**src/sv/text_console_command_receiver_assert.svh**
```systemverilog
// Assertion macros for the text console command receiver RTL.
`ifndef TEXT_CONSOLE_COMMAND_RECEIVER_ASSERT_SVH
`define TEXT_CONSOLE_COMMAND_RECEIVER_ASSERT_SVH

// Same-cycle implication, checked outside reset.
`define TCR_ASSERT_IMP(label, clk, rst, ante, cons, msg) \
   label: assert property (@(posedge clk) disable iff (rst) (ante) |-> (cons)) \
      else $error(msg);

// Next-cycle implication, checked outside reset.
`define TCR_ASSERT_NXT(label, clk, rst, ante, cons, msg) \
   label: assert property (@(posedge clk) disable iff (rst) (ante) |=> (cons)) \
      else $error(msg);

`endif

```
**src/sv/tcr_pkg.sv**
```systemverilog
// Package: types, constants and cursor helpers of the text console command receiver.
package tcr_pkg;

   // Default sizing
   localparam int PATTERN_LENGTH_DEF = 19;
   localparam int QUEUE_DEPTH_DEF    = 2;

   // Configuration register indexes
   localparam int CSR_COUNT = 6;
   localparam logic [2:0] CSR_TOGGLE_ONE   = 3'd0;
   localparam logic [2:0] CSR_TOGGLE_TWO   = 3'd1;
   localparam logic [2:0] CSR_TOGGLE_THREE = 3'd2;
   localparam logic [2:0] CSR_TOGGLE_FOUR  = 3'd3;
   localparam logic [2:0] CSR_ENTER        = 3'd4;
   localparam logic [2:0] CSR_ERASE        = 3'd5;

   localparam logic [7:0] CSR_RESET [CSR_COUNT] = '{8'd49, 8'd50, 8'd51, 8'd52, 8'd13, 8'd8};

   // Screen geometry
   localparam logic [8:0] LEFT_X = 9'd10;
   localparam logic [8:0] TOP_Y  = 9'd10;
   localparam logic [8:0] CELL_W = 9'd16;
   localparam logic [8:0] LINE_H = 9'd25;
   localparam logic [8:0] MAX_X  = 9'd452;
   localparam logic [8:0] MAX_Y  = 9'd250;

   // Cell counts for cursor advances
   localparam logic [4:0] LABEL_CELLS = 5'h17;
   localparam logic [4:0] ON_CELLS    = 5'h2;
   localparam logic [4:0] OFF_CELLS   = 5'h3;
   localparam logic [4:0] CHAR_CELLS  = 5'h1;

   localparam logic [7:0] SPACE_CHAR = 8'h20;

   // Start-of-transfer text
   localparam int TEXT_LEN = 19;
   localparam logic [7:0] START_TEXT [TEXT_LEN] = '{
      "F", "I", "L", "E", " ", "T", "R", "A", "N", "S",
      "F", "E", "R", " ", "S", "T", "A", "R", "T"};

   // Result action codes
   typedef enum logic [2:0] {
      ACT_REDRAW  = 3'd0,
      ACT_CHAR    = 3'd1,
      ACT_LABEL   = 3'd2,
      ACT_STATE   = 3'd3,
      ACT_PIN     = 3'd4,
      ACT_FORWARD = 3'd5
   } action_type;

   // Decoded command kinds passed from front to back
   typedef enum logic [2:0] {
      CMD_FORWARD,
      CMD_TOGGLE,
      CMD_ENTER,
      CMD_ERASE,
      CMD_CHAR
   } cmd_kind_type;

   typedef struct packed {
      cmd_kind_type kind;
      logic [7:0]   data;   // character, forwarded byte or pin number 1..4
   } cmd_type;

   // Back-end sequencer states
   typedef enum logic [2:0] {
      BK_IDLE,
      BK_TOG_LINE,
      BK_TOG_LABEL,
      BK_TOG_STATE,
      BK_CHAR_DRAW
   } back_state_type;

   typedef struct packed {
      logic [8:0] x;
      logic [8:0] y;
      logic       wrap;
   } cursor_type;

   // Expected byte at a window position; zero past the text
   function automatic logic [7:0] pattern_byte(input logic [4:0] idx);
      logic [7:0] val;
      val = 8'h00;
      if (idx < 5'(TEXT_LEN)) begin
         val = START_TEXT[idx];
      end
      return val;
   endfunction

   // Line feed: x back to left margin, y down one line, wrap to top
   function automatic cursor_type newline_fn(input logic [8:0] y);
      cursor_type c;
      logic [9:0] sy;
      sy     = {1'b0, y} + {1'b0, LINE_H};
      c.x    = LEFT_X;
      c.y    = sy[8:0];
      c.wrap = 1'b0;
      if (sy > {1'b0, MAX_Y}) begin
         c.y    = TOP_Y;
         c.wrap = 1'b1;
      end
      return c;
   endfunction

   // Advance by cells; wrap reports a screen wrap
   function automatic cursor_type advance_fn(input logic [8:0] x, input logic [8:0] y,
                                             input logic [4:0] cells);
      cursor_type c;
      logic [10:0] sx;
      sx     = {2'b00, x} + {2'b00, cells, 4'b0000};
      c      = newline_fn(y);
      if (sx <= {2'b00, MAX_X}) begin
         c.x    = sx[8:0];
         c.y    = y;
         c.wrap = 1'b0;
      end
      return c;
   endfunction

endpackage

```
**src/sv/tcr_req_if.sv**
```systemverilog
// Input channel interface: received byte beats.
interface tcr_req_if;
   logic       valid;
   logic       ready;
   logic [7:0] rx_byte;

   modport source (output valid, output rx_byte, input ready);
   modport sink   (input valid, input rx_byte, output ready);
endinterface

```
**src/sv/tcr_rsp_if.sv**
```systemverilog
// Result channel interface: display, pin and forward beats.
interface tcr_rsp_if;
   logic       valid;
   logic       ready;
   logic [2:0] action;
   logic [8:0] x_pos;
   logic [8:0] y_pos;
   logic [7:0] payload;
   logic       level;
   logic       last;

   modport source (output valid, output action, output x_pos, output y_pos,
                   output payload, output level, output last, input ready);
   modport sink   (input valid, input action, input x_pos, input y_pos,
                   input payload, input level, input last, output ready);
endinterface

```
**src/sv/tcr_fifo.sv**
```systemverilog
// Short command queue between the front and back parts.
module tcr_fifo #(
   parameter int DEPTH = tcr_pkg::QUEUE_DEPTH_DEF
) (
   input  logic             clock,
   input  logic             reset,
   input  logic             in_valid,
   output logic             in_ready,
   input  tcr_pkg::cmd_type in_cmd,
   output logic             out_valid,
   input  logic             out_ready,
   output tcr_pkg::cmd_type out_cmd
);
   localparam int AW = (DEPTH > 1) ? $clog2(DEPTH) : 1;
   localparam int CW = $clog2(DEPTH + 1);

   tcr_pkg::cmd_type entry_ff [DEPTH];
   logic [AW-1:0] wr_ptr_ff, wr_ptr_in;
   logic [AW-1:0] rd_ptr_ff, rd_ptr_in;
   logic [CW-1:0] count_ff, count_in;
   logic push, pop;

   assign in_ready  = (count_ff != CW'(DEPTH));
   assign out_valid = (count_ff != '0);
   assign out_cmd   = entry_ff[rd_ptr_ff];
   assign push      = in_valid && in_ready;
   assign pop       = out_valid && out_ready;

   // pointer and fill bookkeeping
   always_comb begin
      wr_ptr_in = wr_ptr_ff;
      rd_ptr_in = rd_ptr_ff;
      count_in  = count_ff;
      if (push) begin
         wr_ptr_in = (wr_ptr_ff == AW'(DEPTH - 1)) ? '0 : wr_ptr_ff + 1'b1;
      end
      if (pop) begin
         rd_ptr_in = (rd_ptr_ff == AW'(DEPTH - 1)) ? '0 : rd_ptr_ff + 1'b1;
      end
      if (push && !pop) begin
         count_in = count_ff + 1'b1;
      end else if (pop && !push) begin
         count_in = count_ff - 1'b1;
      end
   end

   always_ff @(posedge clock) begin
      if (reset) begin
         wr_ptr_ff <= '0;
         rd_ptr_ff <= '0;
         count_ff  <= '0;
      end else begin
         wr_ptr_ff <= wr_ptr_in;
         rd_ptr_ff <= rd_ptr_in;
         count_ff  <= count_in;
      end
   end

   // entry storage
   always_ff @(posedge clock) begin
      if (push) begin
         entry_ff[wr_ptr_ff] <= in_cmd;
      end
   end
endmodule

```
**src/sv/tcr_front.sv**
```systemverilog
// Front part: byte intake, start-text window, mode tracking and command decode.
module tcr_front #(
   parameter int PATTERN_LENGTH = tcr_pkg::PATTERN_LENGTH_DEF
) (
   input  logic             clock,
   input  logic             reset,
   tcr_req_if.sink          req_chan,
   input  logic             csr_we,
   input  logic [2:0]       csr_index,
   input  logic [7:0]       csr_wdata,
   output logic             cmd_valid,
   input  logic             cmd_ready,
   output tcr_pkg::cmd_type cmd_out
);
   logic [7:0] cfg_ff [tcr_pkg::CSR_COUNT];
   logic [7:0] win_ff [PATTERN_LENGTH];
   logic [7:0] win_in [PATTERN_LENGTH];
   logic       pass_ff, pass_in;
   logic       accept;
   logic       match;
   logic [7:0] rx;

   assign rx             = req_chan.rx_byte;
   assign req_chan.ready = cmd_ready;
   assign cmd_valid      = req_chan.valid;
   assign accept         = req_chan.valid && cmd_ready;

   // configuration writes; out-of-range indexes are dropped
   always_ff @(posedge clock) begin
      if (reset) begin
         for (int i = 0; i < tcr_pkg::CSR_COUNT; i++) begin
            cfg_ff[i] <= tcr_pkg::CSR_RESET[i];
         end
      end else if (csr_we && (csr_index < 3'(tcr_pkg::CSR_COUNT))) begin
         cfg_ff[csr_index] <= csr_wdata;
      end
   end

   // shifted window and compare against the start text
   always_comb begin
      for (int i = 0; i < PATTERN_LENGTH - 1; i++) begin
         win_in[i] = win_ff[i + 1];
      end
      win_in[PATTERN_LENGTH - 1] = rx;
      match = 1'b1;
      for (int i = 0; i < PATTERN_LENGTH; i++) begin
         if (win_in[i] != tcr_pkg::pattern_byte(5'(i))) begin
            match = 1'b0;
         end
      end
      pass_in = pass_ff || match;
   end

   always_ff @(posedge clock) begin
      if (reset) begin
         pass_ff <= 1'b0;
         for (int i = 0; i < PATTERN_LENGTH; i++) begin
            win_ff[i] <= 8'h00;
         end
      end else if (accept && !pass_ff) begin
         pass_ff <= pass_in;
         for (int i = 0; i < PATTERN_LENGTH; i++) begin
            win_ff[i] <= win_in[i];
         end
      end
   end

   // decode; first matching register wins
   always_comb begin
      cmd_out.data = rx;
      if (pass_ff) begin
         cmd_out.kind = tcr_pkg::CMD_FORWARD;
      end else if (rx == cfg_ff[tcr_pkg::CSR_TOGGLE_ONE]) begin
         cmd_out.kind = tcr_pkg::CMD_TOGGLE;
         cmd_out.data = 8'd1;
      end else if (rx == cfg_ff[tcr_pkg::CSR_TOGGLE_TWO]) begin
         cmd_out.kind = tcr_pkg::CMD_TOGGLE;
         cmd_out.data = 8'd2;
      end else if (rx == cfg_ff[tcr_pkg::CSR_TOGGLE_THREE]) begin
         cmd_out.kind = tcr_pkg::CMD_TOGGLE;
         cmd_out.data = 8'd3;
      end else if (rx == cfg_ff[tcr_pkg::CSR_TOGGLE_FOUR]) begin
         cmd_out.kind = tcr_pkg::CMD_TOGGLE;
         cmd_out.data = 8'd4;
      end else if (rx == cfg_ff[tcr_pkg::CSR_ENTER]) begin
         cmd_out.kind = tcr_pkg::CMD_ENTER;
      end else if (rx == cfg_ff[tcr_pkg::CSR_ERASE]) begin
         cmd_out.kind = tcr_pkg::CMD_ERASE;
      end else begin
         cmd_out.kind = tcr_pkg::CMD_CHAR;
      end
   end
endmodule

```
**src/sv/tcr_back.sv**
```systemverilog
// Back part: cursor, pin state and result sequencing with an output register.
module tcr_back (
   input  logic             clock,
   input  logic             reset,
   input  logic             cmd_valid,
   output logic             cmd_ready,
   input  tcr_pkg::cmd_type cmd_in,
   tcr_rsp_if.source        rsp_chan
);
   `include "text_console_command_receiver_assert.svh"

   tcr_pkg::back_state_type state_ff, state_in;
   logic [8:0] x_ff, x_in;
   logic [8:0] y_ff, y_in;
   logic       clr_ff, clr_in;
   logic       nl_ff, nl_in;
   logic [3:0] pins_ff, pins_in;
   logic [7:0] data_ff, data_in;
   logic       lvl_ff, lvl_in;

   // output register
   logic       out_valid_ff, out_valid_in;
   logic [2:0] out_action_ff, out_action_in;
   logic [8:0] out_x_ff, out_x_in;
   logic [8:0] out_y_ff, out_y_in;
   logic [7:0] out_payload_ff, out_payload_in;
   logic       out_level_ff, out_level_in;
   logic       out_last_ff, out_last_in;

   // one emission per step
   logic       e_valid;
   tcr_pkg::action_type e_action;
   logic [8:0] e_x, e_y;
   logic [7:0] e_payload;
   logic       e_level, e_last;

   logic slot_free, step;

   assign slot_free = !out_valid_ff || rsp_chan.ready;
   assign cmd_ready = (state_ff == tcr_pkg::BK_IDLE) && slot_free;
   assign step      = slot_free && ((state_ff != tcr_pkg::BK_IDLE) || cmd_valid);

   assign rsp_chan.valid   = out_valid_ff;
   assign rsp_chan.action  = out_action_ff;
   assign rsp_chan.x_pos   = out_x_ff;
   assign rsp_chan.y_pos   = out_y_ff;
   assign rsp_chan.payload = out_payload_ff;
   assign rsp_chan.level   = out_level_ff;
   assign rsp_chan.last    = out_last_ff;

   // next state
   always_comb begin
      state_in = state_ff;
      if (step) begin
         unique case (state_ff)
            tcr_pkg::BK_IDLE: begin
               unique case (cmd_in.kind)
                  tcr_pkg::CMD_TOGGLE: state_in = tcr_pkg::BK_TOG_LINE;
                  tcr_pkg::CMD_CHAR:   state_in = tcr_pkg::BK_CHAR_DRAW;
                  default:             state_in = tcr_pkg::BK_IDLE;
               endcase
            end
            tcr_pkg::BK_TOG_LINE:  state_in = tcr_pkg::BK_TOG_LABEL;
            tcr_pkg::BK_TOG_LABEL: state_in = tcr_pkg::BK_TOG_STATE;
            default:               state_in = tcr_pkg::BK_IDLE;
         endcase
      end
   end

   // step actions and emissions
   always_comb begin
      tcr_pkg::cursor_type nl_c;
      tcr_pkg::cursor_type adv_c;
      logic [1:0] sel;
      logic       lvl;

      x_in      = x_ff;
      y_in      = y_ff;
      clr_in    = clr_ff;
      nl_in     = nl_ff;
      pins_in   = pins_ff;
      data_in   = data_ff;
      lvl_in    = lvl_ff;
      e_valid   = 1'b0;
      e_action  = tcr_pkg::ACT_REDRAW;
      e_x       = 9'd0;
      e_y       = 9'd0;
      e_payload = 8'd0;
      e_level   = 1'b0;
      e_last    = 1'b0;

      nl_c  = tcr_pkg::newline_fn(y_ff);
      adv_c = tcr_pkg::advance_fn(x_ff, y_ff, tcr_pkg::CHAR_CELLS);
      sel   = cmd_in.data[1:0] - 2'd1;
      lvl   = ~pins_ff[sel];

      if (step) begin
         unique case (state_ff)
            tcr_pkg::BK_IDLE: begin
               data_in = cmd_in.data;
               case (cmd_in.kind)
                  tcr_pkg::CMD_FORWARD: begin
                     e_valid   = 1'b1;
                     e_action  = tcr_pkg::ACT_FORWARD;
                     e_payload = cmd_in.data;
                     e_last    = 1'b1;
                  end
                  tcr_pkg::CMD_TOGGLE: begin
                     pins_in[sel] = lvl;
                     lvl_in       = lvl;
                     e_valid      = 1'b1;
                     e_action     = tcr_pkg::ACT_PIN;
                     e_payload    = cmd_in.data;
                     e_level      = lvl;
                  end
                  tcr_pkg::CMD_ENTER: begin
                     x_in    = nl_c.x;
                     y_in    = nl_c.y;
                     e_valid = nl_c.wrap;
                     e_last  = 1'b1;
                  end
                  tcr_pkg::CMD_ERASE: begin
                     if (x_ff == tcr_pkg::LEFT_X || x_ff < tcr_pkg::CELL_W) begin
                        // line start: back to end of previous line unless at top
                        if (y_ff != tcr_pkg::TOP_Y) begin
                           y_in      = y_ff - tcr_pkg::LINE_H;
                           x_in      = tcr_pkg::MAX_X;
                           e_valid   = 1'b1;
                           e_action  = tcr_pkg::ACT_CHAR;
                           e_x       = tcr_pkg::MAX_X;
                           e_y       = y_ff - tcr_pkg::LINE_H;
                           e_payload = tcr_pkg::SPACE_CHAR;
                           e_last    = 1'b1;
                        end
                     end else begin
                        x_in      = x_ff - tcr_pkg::CELL_W;
                        e_valid   = 1'b1;
                        e_action  = tcr_pkg::ACT_CHAR;
                        e_x       = x_ff - tcr_pkg::CELL_W;
                        e_y       = y_ff;
                        e_payload = tcr_pkg::SPACE_CHAR;
                        e_last    = 1'b1;
                     end
                  end
                  tcr_pkg::CMD_CHAR: begin
                     // pending clear wins over pending newline
                     if (clr_ff) begin
                        clr_in  = 1'b0;
                        e_valid = 1'b1;
                     end else if (nl_ff) begin
                        nl_in   = 1'b0;
                        x_in    = nl_c.x;
                        y_in    = nl_c.y;
                        e_valid = nl_c.wrap;
                     end
                  end
                  default: begin
                  end
               endcase
            end
            tcr_pkg::BK_TOG_LINE: begin
               if (x_ff != tcr_pkg::LEFT_X) begin
                  x_in    = nl_c.x;
                  y_in    = nl_c.y;
                  e_valid = nl_c.wrap;
               end
            end
            tcr_pkg::BK_TOG_LABEL: begin
               adv_c     = tcr_pkg::advance_fn(x_ff, y_ff, tcr_pkg::LABEL_CELLS);
               x_in      = adv_c.x;
               y_in      = adv_c.y;
               clr_in    = clr_ff || adv_c.wrap;
               e_valid   = 1'b1;
               e_action  = tcr_pkg::ACT_LABEL;
               e_x       = x_ff;
               e_y       = y_ff;
               e_payload = data_ff;
            end
            tcr_pkg::BK_TOG_STATE: begin
               adv_c     = tcr_pkg::advance_fn(x_ff, y_ff,
                              lvl_ff ? tcr_pkg::ON_CELLS : tcr_pkg::OFF_CELLS);
               x_in      = adv_c.x;
               y_in      = adv_c.y;
               clr_in    = clr_ff || adv_c.wrap;
               nl_in     = 1'b1;
               e_valid   = 1'b1;
               e_action  = tcr_pkg::ACT_STATE;
               e_x       = x_ff;
               e_y       = y_ff;
               e_payload = data_ff;
               e_level   = lvl_ff;
               e_last    = 1'b1;
            end
            tcr_pkg::BK_CHAR_DRAW: begin
               x_in      = adv_c.x;
               y_in      = adv_c.y;
               clr_in    = clr_ff || adv_c.wrap;
               e_valid   = 1'b1;
               e_action  = tcr_pkg::ACT_CHAR;
               e_x       = x_ff;
               e_y       = y_ff;
               e_payload = data_ff;
               e_last    = 1'b1;
            end
            default: begin
            end
         endcase
      end
   end

   // output register load
   always_comb begin
      out_valid_in   = out_valid_ff && !rsp_chan.ready;
      out_action_in  = out_action_ff;
      out_x_in       = out_x_ff;
      out_y_in       = out_y_ff;
      out_payload_in = out_payload_ff;
      out_level_in   = out_level_ff;
      out_last_in    = out_last_ff;
      if (e_valid) begin
         out_valid_in   = 1'b1;
         out_action_in  = e_action;
         out_x_in       = e_x;
         out_y_in       = e_y;
         out_payload_in = e_payload;
         out_level_in   = e_level;
         out_last_in    = e_last;
      end
   end

   always_ff @(posedge clock) begin
      if (reset) begin
         state_ff     <= tcr_pkg::BK_IDLE;
         x_ff         <= tcr_pkg::LEFT_X;
         y_ff         <= tcr_pkg::TOP_Y;
         clr_ff       <= 1'b0;
         nl_ff        <= 1'b0;
         pins_ff      <= 4'h0;
         out_valid_ff <= 1'b0;
      end else begin
         state_ff     <= state_in;
         x_ff         <= x_in;
         y_ff         <= y_in;
         clr_ff       <= clr_in;
         nl_ff        <= nl_in;
         pins_ff      <= pins_in;
         out_valid_ff <= out_valid_in;
      end
   end

   always_ff @(posedge clock) begin
      data_ff        <= data_in;
      lvl_ff         <= lvl_in;
      out_action_ff  <= out_action_in;
      out_x_ff       <= out_x_in;
      out_y_ff       <= out_y_in;
      out_payload_ff <= out_payload_in;
      out_level_ff   <= out_level_in;
      out_last_ff    <= out_last_in;
   end

   // cursor stays on screen; a closing beat always returns the sequencer to idle
   `TCR_ASSERT_IMP(a_x_on_screen, clock, reset, 1'b1, x_ff <= tcr_pkg::MAX_X, "cursor x off screen")
   `TCR_ASSERT_IMP(a_y_on_screen, clock, reset, 1'b1, (y_ff >= tcr_pkg::TOP_Y) && (y_ff <= tcr_pkg::MAX_Y), "cursor y off screen")
   `TCR_ASSERT_NXT(a_last_to_idle, clock, reset, e_valid && e_last, state_ff == tcr_pkg::BK_IDLE, "last beat not at end of command")
endmodule

```
**src/sv/text_console_command_receiver.sv**
```systemverilog
// Top level of the text console command receiver.
//
//   channel    dir   handshake          payload
//   req_chan   in    valid/ready        rx_byte
//   rsp_chan   out   valid/ready        action, x_pos, y_pos, payload, level, last
//   csr_*      in    csr_we             csr_index, csr_wdata
//
// The front takes one byte per cycle while the command queue has room.
// The back sequencer runs forward, enter and erase bytes in idle, characters in
// idle, draw; toggles in idle, line, label, state; one beat per cycle at most.
// A stalled result holds the output register and freezes the back; the queue
// then fills and holds off new bytes.
// Reset is synchronous and restores cursor, mode, pins and the default codes.
module text_console_command_receiver #(
   parameter int PATTERN_LENGTH = tcr_pkg::PATTERN_LENGTH_DEF,
   parameter int QUEUE_DEPTH    = tcr_pkg::QUEUE_DEPTH_DEF
) (
   input  logic       clock,
   input  logic       reset,
   tcr_req_if.sink    req_chan,
   tcr_rsp_if.source  rsp_chan,
   input  logic       csr_we,
   input  logic [2:0] csr_index,
   input  logic [7:0] csr_wdata
);
   logic             push_valid, push_ready;
   tcr_pkg::cmd_type push_cmd;
   logic             pop_valid, pop_ready;
   tcr_pkg::cmd_type pop_cmd;

   tcr_front #(
      .PATTERN_LENGTH (PATTERN_LENGTH)
   ) u_front (
      .clock     (clock),
      .reset     (reset),
      .req_chan  (req_chan),
      .csr_we    (csr_we),
      .csr_index (csr_index),
      .csr_wdata (csr_wdata),
      .cmd_valid (push_valid),
      .cmd_ready (push_ready),
      .cmd_out   (push_cmd)
   );

   tcr_fifo #(
      .DEPTH (QUEUE_DEPTH)
   ) u_fifo (
      .clock     (clock),
      .reset     (reset),
      .in_valid  (push_valid),
      .in_ready  (push_ready),
      .in_cmd    (push_cmd),
      .out_valid (pop_valid),
      .out_ready (pop_ready),
      .out_cmd   (pop_cmd)
   );

   tcr_back u_back (
      .clock     (clock),
      .reset     (reset),
      .cmd_valid (pop_valid),
      .cmd_ready (pop_ready),
      .cmd_in    (pop_cmd),
      .rsp_chan  (rsp_chan)
   );
endmodule

```
**src/flat_wrapper.sv**
```systemverilog
// flat-port wrapper written by rule: the top's interface ports become plain ports
module text_console_command_receiver_flat 
#(
   parameter int PATTERN_LENGTH = tcr_pkg::PATTERN_LENGTH_DEF,
   parameter int QUEUE_DEPTH    = tcr_pkg::QUEUE_DEPTH_DEF
)
  (clock, reset, csr_we, csr_index, csr_wdata, req_chan_valid, req_chan_rx_byte, req_chan_ready, rsp_chan_valid, rsp_chan_action, rsp_chan_x_pos, rsp_chan_y_pos, rsp_chan_payload, rsp_chan_level, rsp_chan_last, rsp_chan_ready);
  tcr_req_if req_chan_i ();
  tcr_rsp_if rsp_chan_i ();
  input  logic clock;
  input  logic reset;
  input  logic csr_we;
  input  logic [2:0] csr_index;
  input  logic [7:0] csr_wdata;
  input wire logic [$bits(req_chan_i.valid)-1:0] req_chan_valid;
  input wire logic [$bits(req_chan_i.rx_byte)-1:0] req_chan_rx_byte;
  output wire logic [$bits(req_chan_i.ready)-1:0] req_chan_ready;
  output wire logic [$bits(rsp_chan_i.valid)-1:0] rsp_chan_valid;
  output wire logic [$bits(rsp_chan_i.action)-1:0] rsp_chan_action;
  output wire logic [$bits(rsp_chan_i.x_pos)-1:0] rsp_chan_x_pos;
  output wire logic [$bits(rsp_chan_i.y_pos)-1:0] rsp_chan_y_pos;
  output wire logic [$bits(rsp_chan_i.payload)-1:0] rsp_chan_payload;
  output wire logic [$bits(rsp_chan_i.level)-1:0] rsp_chan_level;
  output wire logic [$bits(rsp_chan_i.last)-1:0] rsp_chan_last;
  input wire logic [$bits(rsp_chan_i.ready)-1:0] rsp_chan_ready;
  assign req_chan_i.valid = req_chan_valid;
  assign req_chan_i.rx_byte = req_chan_rx_byte;
  assign req_chan_ready = req_chan_i.ready;
  assign rsp_chan_valid = rsp_chan_i.valid;
  assign rsp_chan_action = rsp_chan_i.action;
  assign rsp_chan_x_pos = rsp_chan_i.x_pos;
  assign rsp_chan_y_pos = rsp_chan_i.y_pos;
  assign rsp_chan_payload = rsp_chan_i.payload;
  assign rsp_chan_level = rsp_chan_i.level;
  assign rsp_chan_last = rsp_chan_i.last;
  assign rsp_chan_i.ready = rsp_chan_ready;
  text_console_command_receiver #(.PATTERN_LENGTH(PATTERN_LENGTH), .QUEUE_DEPTH(QUEUE_DEPTH)) u_core (.clock(clock), .reset(reset), .req_chan(req_chan_i), .rsp_chan(rsp_chan_i), .csr_we(csr_we), .csr_index(csr_index), .csr_wdata(csr_wdata));
endmodule
```
**config.mk**
```make
export PLATFORM = sky130hd
export DESIGN_NAME = text_console_command_receiver_flat
export DESIGN_NICKNAME = d
export VERILOG_FILES = /design/src/sv/tcr_pkg.sv /design/src/sv/tcr_req_if.sv /design/src/sv/tcr_rsp_if.sv /design/src/sv/tcr_fifo.sv /design/src/sv/tcr_front.sv /design/src/sv/tcr_back.sv /design/src/sv/text_console_command_receiver.sv /design/src/flat_wrapper.sv
export VERILOG_INCLUDE_DIRS = /design/src /design/src/sv
export SDC_FILE = /design/constraint.sdc
export NUM_CORES = 1
export LEC_CHECK = 0
export BUFFER_PORTS_ARGS = -buffer_cell sky130_fd_sc_hd__buf_2
export CAP_MARGIN = 10
export CELL_PAD_IN_SITES_DETAIL_PLACEMENT = 0
export CELL_PAD_IN_SITES_GLOBAL_PLACEMENT = 1
export CORE_MARGIN = 2
export CORE_UTILIZATION = 25
export CTS_BUF_LIST = sky130_fd_sc_hd__clkbuf_8
export CTS_CLUSTER_SIZE = 30
export DETAILED_ROUTE_END_ITERATION = 16
export GPL_ROUTABILITY_DRIVEN = 0
export PLACE_DENSITY_LB_ADDON = 0.1
export SYNTH_ARGS = -nofsm -noshare
export SYNTH_HDL_FRONTEND = slang
export SYNTH_HIERARCHICAL = 1
export SYNTH_SLANG_ARGS = --single-unit
```
**constraint.sdc**
```tcl
create_clock -name clock -period 8.4 [get_ports clock]
set_input_delay 2.52 -clock clock [delete_from_list [all_inputs] [get_ports clock]]
set_output_delay 2.52 -clock clock [all_outputs]
set_load 0.01 [all_outputs]
```
# Yosys cells after proc, flatten, opt, wreduce, memory -nomap -nowiden
# Memory sizes are Yosys's and may differ from the RTL's. A register that Yosys moved wholly into a read port is not among the register bits.
# Index checks and enable logic that the tools add are counted.
[totals] reg_bits=73 latchBits=0 ramBits=222 mem_bits_ro=0 in_bits=24 output_inout_bits=33 wordCells=281 memories=3
[op_classes] add_sub_neg=11 n_mul=0 n_div=0 n_lt_le_gt_ge=8 eq_ne=49 shifts=0 n_mux=130 n_bitwise=20 reduce_logical=41
[memory_table] memory="u_core.u_front.win_ff" words=19 width=8 rd=18 rd_clocked_by_memory_dff=0 write_ports=19 line_no="tcr_front.sv:16" text="logic [7:0] win_ff [PATTERN_LENGTH];"
[memory_table] memory="u_core.u_front.cfg_ff" words=6 width=8 rd=6 rd_clocked_by_memory_dff=0 write_ports=6 line_no="tcr_front.sv:15" text="logic [7:0] cfg_ff [tcr_pkg::CSR_COUNT];"
[memory_table] memory="u_core.u_fifo.entry_ff" words=2 width=11 rd=1 rd_clocked_by_memory_dff=1 write_ports=1 line_no="tcr_fifo.sv:17" text="tcr_pkg::cmd_type entry_ff [DEPTH];"
[op_table] op="$mux 8" n=23
[op_table] op="$mux 9" n=16
[op_table] op="$ne 8x7->1 const B" n=17
[op_table] op="$mux 19" n=7
[op_table] op="$pmux 9 s5" n=2
[op_table] op="$pmux 9 s3" n=2
[op_table] op="$mux 1" n=49
[op_table] op="$eq 8x8->1" n=6
[op_table] op="$pmux 9 s2" n=2
[op_table] op="$mux 11" n=3
[op_table] op="$pmux 8 s2" n=2
[op_table] op="$le 10x9->1 const B" n=3
[op_table] op="$add 9x5->10 const B" n=2
[op_table] op="$or 1x1->1" n=19
[op_table] op="$mux 3" n=6
[op_table] op="$ne 3x3->1 const B" n=6
[op_table] op="$ne 9x4->1 const B" n=2
[op_table] op="$pmux 3 s3" n=2
[op_table] op="$sub 9x5->9 const B" n=2
[op_table] op="$ne 8x6->1 const B" n=2
[op_table] op="$eq 3x2->1 const B" n=4
[op_table] op="$pmux 3 s4" n=1
[op_table] op="$reduce_and 11->1" n=1
[op_table] op="$add 9x6->10" n=1
[op_table] op="other kinds (42)" n=79

# Depth between registers and ports, before layout
# Gate-level depths: netlist of run 1.
# An unclocked memory read counts as a cell.
[logic_depth] ltp_word=22 ltp_mapped=12 depth_no_buf=11

# Modules after synthesis
# Netlist of run 1, hierarchy kept.
[modules_own_cells] module="tcr_front" instances=1 cells_per_inst=590 area_each_um2=8325.5 seq_area_each_um2=5785.5
[modules_own_cells] module="tcr_back" instances=1 cells_per_inst=485 area_each_um2=4230.3 seq_area_each_um2=1691.6
[modules_own_cells] module="tcr_fifo" instances=1 cells_per_inst=58 area_each_um2=1012.2 seq_area_each_um2=760.7

# Worst setup path before layout of run 1
# No wires, ideal clock.
[synth_timing] kind="input -> register" startpoint="input port reset" endpoint="memory u_core.u_front.win_ff[12][4], in the netlist u_core/u_front/win_ff[0][100], enable pin" arrival_ns=4.683 t_required_ns=7.948 setup_slack_ns=3.265 path_stages=2 cell_sequence="clkbuf_1 a31o_2"
[synth_lines] element="start: declaration" line_no="flat_wrapper.sv:11" text="input logic reset;"
[synth_lines] element="end: declaration" line_no="tcr_front.sv:16"

# Worst setup path in the final report of run 1
[layout_timing] startpoint="input port rsp_chan_ready" endpoint="register u_core.u_back.out_x_ff[0], in the netlist u_core/u_back/rsp_chan.x_pos[0], enable pin"
[layout_via] elab_chain_cells=3
[layout_lines] element="start: declaration" line_no="flat_wrapper.sv:25" text="input wire logic [$bits(rsp_chan_i.ready)-1:0] rsp_chan_ready;"
[layout_lines] element="$logic_or 1x1->1" line_no="tcr_back.sv:39" text="assign slot_free = !out_valid_ff || rsp_chan.ready;"
[layout_lines] element="$logic_and 1x1->1" line_no="tcr_back.sv:41" text="assign step = slot_free && ((state_ff != tcr_pkg::BK_IDLE) || cmd_valid);"
[layout_lines] element="$mux 1" line_no="tcr_back.sv:97" text="if (step) begin"
[layout_lines] element="via u_core.u_back.e_valid" line_no="tcr_back.sv:31" text="logic e_valid;"
[layout_lines] element="end signal: assignment" line_no="tcr_back.sv:255" text="out_x_ff <= out_x_in;"
[layout_lines] element="end: declaration" line_no="tcr_back.sv:24" text="logic [8:0] out_x_ff, out_x_in;"
# The timed path passes the listed nets, and every way through them passes these cells.
# A chain may end at the register's enable or synchronous reset.

==> metrics.yaml, run 1 <==
sta:
  fin_crit_sh: 0.516
  final_max_slew_viol_count: 0
  finalSetupViolCount: 0
  relSlewSlack: 0.415
  hold_viol: 0
  max_slew.worst_pin.slew_ns: 0.865
  grt_setup_unrepaired: "no"
  fin_setup_tns_ns: 0
  period_needed_ns: 4.33
  fmax_mhz: 231
  skew_ns: 0.0343
yosys:
  syn-cell-area_mm2: 0.0136
  synth.net_count: 1172
  syn_area_per_cell_um2: 12.0
  synthDominantCellAreaShare: 0.560
  yosysWarningCount: 6
  yosysUniqueCellTypes: 82
  yosysTopAreaCell: "edfxtp_1"
  synth-seq-cells: 285
  yosysSeqAreaShare: 0.607
  synth.area.top_cells: "edfxtp_1, and2_1, dfxtp_1"
  async_flop_share: 0
  syn_inst: 1133
  synth-main-ff-cell: "edfxtp_1"
  synth_edf_count: 253
cells_and_area:
  area_delta_synth_final_pct: 14.5
  final_cell_area_mm2: 0.0155
  drive_gt1_frac: 0.144
  fin_nets: 1234
flow_run:
  cap_violations: 0
critical_path:
  path_cells: "buf_2, nand2b_1, o21ai_0, nor2_1, a21oi_1, o31ai_1, a21oi_1, inv_1, buf_4"
  crit_path_max_incr_delay_ns: 0.51
  path_buf_inv: 3
  worstSetupPathType: "in2reg"
  crit_family: "buffers and inverters"
  cp_max_fo: 22
  required_ns: 8.69
  critPathLaunchType: "input pin"
  slowest_stage: "nor2_1"
  r2r_slack_ns: 4.89
  crit_arrival_ns: 4.62
  crit_top_cell: "a21oi_1"
  end_kind: "flip-flop"
global_routing:
  grt_pass1_wl_um: 57000
  antenna_found_initial: 3
  track_usage: 0.133
  grt_pass1_vias: 9240
  grt_max_degree: 87
  grt_overflow: 0
power_and_ir_drop:
  total_power_uw: 4430
  power_leakage_uw: 0.00564
  vdd_drop_max_v: 0.000106
  power_density_mw_per_mm2: 285
die:
  die_w_um: 237
  ios: 57
  die_y_um: 237
  rows: 85
  start_util: 0.253
  coreArea_mm2: 0.0537
  die-area_mm2: 0.0562
detailed_routing:
  wl_um: 37200
  wl_met3_um: 1370
  drt_iter0_markers: 531
  first_pass_iters: 5
  met1_length_um: 17800
  vias: 8839
  dr_wl_met2_um: 17000
  top_layer_used: "met5"
  drtAntennaViolNets: 0
  viasPerCell: 4.57
  post_drt_wl_per_cell_um: 19.2
  drc: 0
cts:
  root_buffer: "clkbuf_8"
  post_cts_buffers: 0
  clk_path_buf_depth: 3
  numCtsBuffers: 54
  clk-insertion-delay-late_ns: 0.65
  h-tree-depth: 2
  cts_tree: "yes"
  cts_hold_buffers: 0
  clock_sinks: 285
  clk_pin_slew_ns: 0.06
  ctsResizeCount: 0
placed_design:
  placed_cell_area_mm2: 0.0145
  portBuffers: 56
  dp_hpwl_um: 24600
run_status:
  status: "finished, final reports clean"
worst_hold_path:
  hp-class: "reg2reg"
[layout by cell type, fill, tap and decap left out, types with 11 or more instances in the layout]
cell type	Yosys	routed
o21ai_0	35	35
buf_2	12	56
edfxtp_1	253	253
nor4b_1	17	17
nor4_1	21	21
dfxtp_1	32	32
and2_1	146	146
nand4_1	15	15
clkinv_1	0	11
nor3_1	12	12
clkbuf_8	0	58
nor2b_1	22	22
nand2_1	60	60
nand3_1	12	12
nand2b_1	20	20
ha_1	15	15
nor2_1	87	87
or3_1	17	17
mux2_2	12	12
xor2_1	52	52
inv_1	35	55
a21oi_1	53	53
[worst paths after layout]
kind,depth (start not counted),from,endpoint
max reg2reg,9,u_core/u_back/x_ff[4]$_SDFFE_PP0P_,u_core/u_back/y_ff[3]$_SDFFE_PP1P_
max,9,rsp_chan_ready,u_core/u_back/rsp_chan.x_pos[0]$_SDFFCE_PN0P_
min reg2reg,2,u_core/u_back/nl_ff$_SDFFE_PP0P_,u_core/u_back/nl_ff$_SDFFE_PP0P_
min,2,u_core/u_back/nl_ff$_SDFFE_PP0P_,u_core/u_back/nl_ff$_SDFFE_PP0P_
[cells by family after synthesis]
family                   Yosys count  share of synthesized area
AND/OR/NAND/NOR                  486                      0.208
flip-flops                       285                      0.607
AO/OA/AOI/OAI                    183                     0.0927
buffers and inverters             94                     0.0302
XOR/XNOR                          54                     0.0349
adder cells (fa/ha/maj)           15                     0.0138
multiplexers                      15                     0.0131
other                              1                   0.000276
[stage by stage]
stage               setup slack, ns  instances   util  hold slack, ns
floorplan                      3.27       1133      -           0.454
global placement               3.41       1835  0.271           0.493
detailed placement             3.37       1835  0.271           0.490
CTS                            4.07       1935  0.289           0.500
global route                   3.84       1936  0.289           0.558
finish                         4.07       1936  0.289           0.507
[cell type report]
| cell class | instances | area (µm²) |
|---|---|---|
| Fill cell | 5480 | 38200 |
| Sequential cell | 285 | 8240 |
| Multi-Input combinational cell | 754 | 4940 |
| Tap cell | 696 | 871 |
| Clock buffer | 58 | 798 |
| Timing Repair Buffer | 65 | 348 |
| Clock inverter | 42 | 198 |
| Inverter | 35 | 131 |
| Antenna cell | 1 | 2.50 |
[per-layer routing]
layer / track usage / vias up
met5: 0 / -
met4: 0.0508 / 2
met3: 0.0262 / 78
met2: 0.211 / 156
met1: 0.179 / 4313
li1: - / 4290
[state kept, by name, indices dropped and copies added, names as in the netlist, 8 cells and up, named ones only]
name	flops
u_core/u_front/win_ff	144
u_core/u_front/cfg_ff	48
u_core/u_fifo/entry_ff	22
u_core/u_back/rsp_chan.y_pos	9
u_core/u_back/y_ff	9
u_core/u_back/data_ff	8
u_core/u_back/rsp_chan.payload	8
u_core/u_back/rsp_chan.x_pos	8
[cells in the mapped netlist (4+ instances only)]
| library cell | n |
|---|---|
| a21oi_1 | 53 |
| edfxtp_1 | 253 |
| nand3_1 | 12 |
| nor4b_1 | 17 |
| nor2b_1 | 22 |
| nand3b_1 | 4 |
| nor3_1 | 12 |
| clkbuf_1 | 38 |
| a311oi_1 | 7 |
| nand4_1 | 15 |
| a221oi_1 | 4 |
| or2_2 | 9 |
| buf_2 | 12 |
| nor4bb_1 | 11 |
| and2_1 | 146 |
| inv_1 | 35 |
| nand2b_1 | 20 |
| o211ai_1 | 10 |
| a22o_1 | 7 |
| or3_1 | 17 |
| buf_4 | 7 |
| nor2_1 | 87 |
| ha_1 | 15 |
| nand4b_1 | 5 |
| mux2_2 | 12 |
| a41o_1 | 4 |
| xor2_1 | 52 |
| a21o_1 | 7 |
| and3_1 | 8 |
| nor4_1 | 21 |
| a211oi_1 | 5 |
| nand2_1 | 60 |
| o21ai_0 | 35 |
| a31oi_1 | 7 |
| dfxtp_1 | 32 |
[report_power, final]
group | internal (µW) | switching, µW
sequential | 1830 | 203
clock | 641 | 625
combinational | 396 | 739
[worst reg2reg max path, stage by stage, from the launching register on]
cell and delay [ns]:
dfxtp_1 0.65, inv_1 0.20, ha_1 0.38, or4bb_1 0.48
o2111a_1 0.16, or4_4 0.52, a21boi_2 0.25, and3_1 0.38
a31oi_1 0.23, o311ai_1 0.12
No activity file was read; power rests on OpenSTA's default activity.
==> run 2, diff against run 1 <==
==> constraint.sdc (replaced) <==
create_clock -name clock -period 3.95 [get_ports clock]
set_input_delay 1.185 -clock clock [delete_from_list [all_inputs] [get_ports clock]]
set_output_delay 1.185 -clock clock [all_outputs]
set_load 0.01 [all_outputs]
==> run 2 against run 1 <==
Against the previous run:
- sequential share of layout area is 0.53 points lower
- combinational power is 130% higher
- critical endpoint is now u_core/u_back/y_ff[3]$_SDFFE_PP1P_
- first-iteration DRC count is 1.9% higher
- clock-buffer cell count is 1 lower
- final cell count is 0.77% higher
==> metrics.yaml, run 2 (synthesis results as in run 1) <==
run_status:
  status: "finished, final reports clean"
cells_and_area:
  final_common_cell: "edfxtp_1"
  layout_common_cells: "edfxtp_1, and2_1, nor2_1"
  fillerInstances: 5598
  multi_input_area_mm2: 0.00494
  top_register: "u_core/u_front/win_ff"
  reg_top3: "u_core/u_front/win_ff (144), u_core/u_front/cfg_ff (48), u_core/u_fifo/entry_ff (22)"
  drive_gt1_frac: 0.151
  seq_area_mm2: 0.00824
  area_delta_synth_final_pct: 15.6
  fin_nets: 1249
  final_cell_area_mm2: 0.0157
  largest_reg_flops: 144
cts:
  h-tree-depth: 2
  ctsResizeCount: 0
  clk_pin_slew_ns: 0.06
  post_cts_buffers: 0
  cts_hold_buffers: 0
  cts_tree: "yes"
  root_buffer: "clkbuf_8"
  clk-insertion-delay-late_ns: 0.66
  clock_sinks: 285
  clk_path_buf_depth: 3
  numCtsBuffers: 55
critical_path:
  slowest_stage: "dfxtp_1"
  timing.rr.start: "u_core/u_back/x_ff[4]$_SDFFE_PP0P_"
  crit_path_max_incr_delay_ns: 0.62
  crit_arrival_ns: 3.93
  worstSetupPathType: "reg2reg"
  required_ns: 4.46
  path_cells: "inv_1, ha_1, or4bb_1, o2111a_1, or4_4, a21boi_2, and3_1, a31oi_1, o311ai_1"
  r2r_slack_ns: 0.53
  worst_r2r_endpoint: "u_core/u_back/y_ff[3]$_SDFFE_PP1P_"
  cp_max_fo: 14
  worstRegToRegCells: 9
  critPathLaunchType: "flip-flop"
  end_kind: "flip-flop"
sta:
  relSlewSlack: 0.451
  fin_ws_ns: 0.532
  fin_crit_sh: 0.865
  hold_viol: 0
  fin_setup_tns_ns: 0
  period_needed_ns: 3.42
  finalSetupViolCount: 0
  final_max_slew_viol_count: 0
  skew_ns: 0.0454
  grt_setup_unrepaired: "no"
  holdWs_ns: 0.486
  max_slew.worst_pin.slew_ns: 0.812
  fmax_mhz: 293
global_routing:
  track_usage: 0.133
  grt_overflow: 0
  grt_pass1_vias: 9076
  grt_pass1_wl_um: 56700
  antenna_found_initial: 3
  grt_max_degree: 136
flow_run:
  cap_violations: 0
power_and_ir_drop:
  power_leakage_uw: 0.00574
  power_density_mw_per_mm2: 609
  vdd_drop_max_v: 0.000259
detailed_routing:
  drc: 0
  first_pass_iters: 5
  viasPerCell: 4.55
  post_drt_wl_per_cell_um: 19.0
  drt_iter0_markers: 541
  vias: 8874
  drtAntennaViolNets: 0
  wl_um: 37000
worst_hold_path:
  hold_start: "u_core/u_back/nl_ff$_SDFFE_PP0P_"
  holdPathEnd: "u_core/u_back/nl_ff$_SDFFE_PP0P_"
  holdPathStages: 2
  hp-class: "reg2reg"
die:
  die_w_um: 237
  ios: 57
  coreArea_mm2: 0.0537
  die_y_um: 237
  rows: 85
  start_util: 0.253
  die-area_mm2: 0.0562
placed_design:
  dp_hpwl_um: 24500
  portBuffers: 56
  placed_cell_area_mm2: 0.0147
  dpl_worst_slack_ns: 0.576
run 2: metrics by stage:
| stage | cells | utilization | total power [µW] |
|---|---|---|---|
| after floorplan | 1133 | - | 5940 |
| after global placement | 1849 | 0.273 | 6940 |
| after detailed placement | 1849 | 0.273 | 6910 |
| after CTS | 1950 | 0.292 | 9760 |
| after global routing | 1951 | 0.292 | 10200 |
| final | 1951 | 0.292 | 9560 |
run 2: worst max-delay path by stage:
stage                                                   from                                          end  slack, ns  cells after the start
final                     u_core/u_back/x_ff[4]$_SDFFE_PP0P_           u_core/u_back/y_ff[3]$_SDFFE_PP1P_       0.53                      9
after global routing      u_core/u_back/x_ff[4]$_SDFFE_PP0P_           u_core/u_back/y_ff[3]$_SDFFE_PP1P_       0.37                      9
after CTS                 u_core/u_back/x_ff[4]$_SDFFE_PP0P_           u_core/u_back/y_ff[3]$_SDFFE_PP1P_       0.55                      9
after detailed placement  u_core/u_back/x_ff[4]$_SDFFE_PP0P_           u_core/u_back/y_ff[3]$_SDFFE_PP1P_       0.58                      9
after global placement    u_core/u_back/x_ff[4]$_SDFFE_PP0P_           u_core/u_back/y_ff[3]$_SDFFE_PP1P_       0.61                      9
after floorplan                                        reset  u_core/u_front/win_ff[0][100]$_SDFFCE_PN0P_       0.15                      2
run 2: per-layer routing:
| metal | wire (µm) | up-vias | GRT usage |
|---|---|---|---|
| met2 | 16800 | 170 | 0.209 |
| li1 | - | 4319 | - |
| met3 | 1470 | 75 | 0.0248 |
| met1 | 17800 | 4308 | 0.182 |
| met4 | 900 | 2 | 0.0476 |
| met5 | 11 | - | 0 |
run 2: worst max-delay path, delay by kind of cell, from the launching register on:
kind / cells / cell delay, ns
and+or+nand+nor: 3 / 1.37
AOI/OAI and AO/OA: 4 / 0.76
DFF: 1 / 0.62
adders and majority gates: 1 / 0.36
buffers and inverters: 1 / 0.18
run 2: where the power goes:
group | switching, µW | internal, µW
registers | 305 | 3890
logic | 1710 | 909
clock network | 1340 | 1400
total | 3360 | 6200
run 2: area by class of cell:
type                            instances  area share
Sequential cell                       285       0.525
Multi-Input combinational cell        754       0.315
Tap cell                              696      0.0555
Clock buffer                           57      0.0500
Timing Repair Buffer                   79      0.0313
Clock inverter                         44      0.0144
Inverter                               35     0.00837
Antenna cell                            1    0.000160
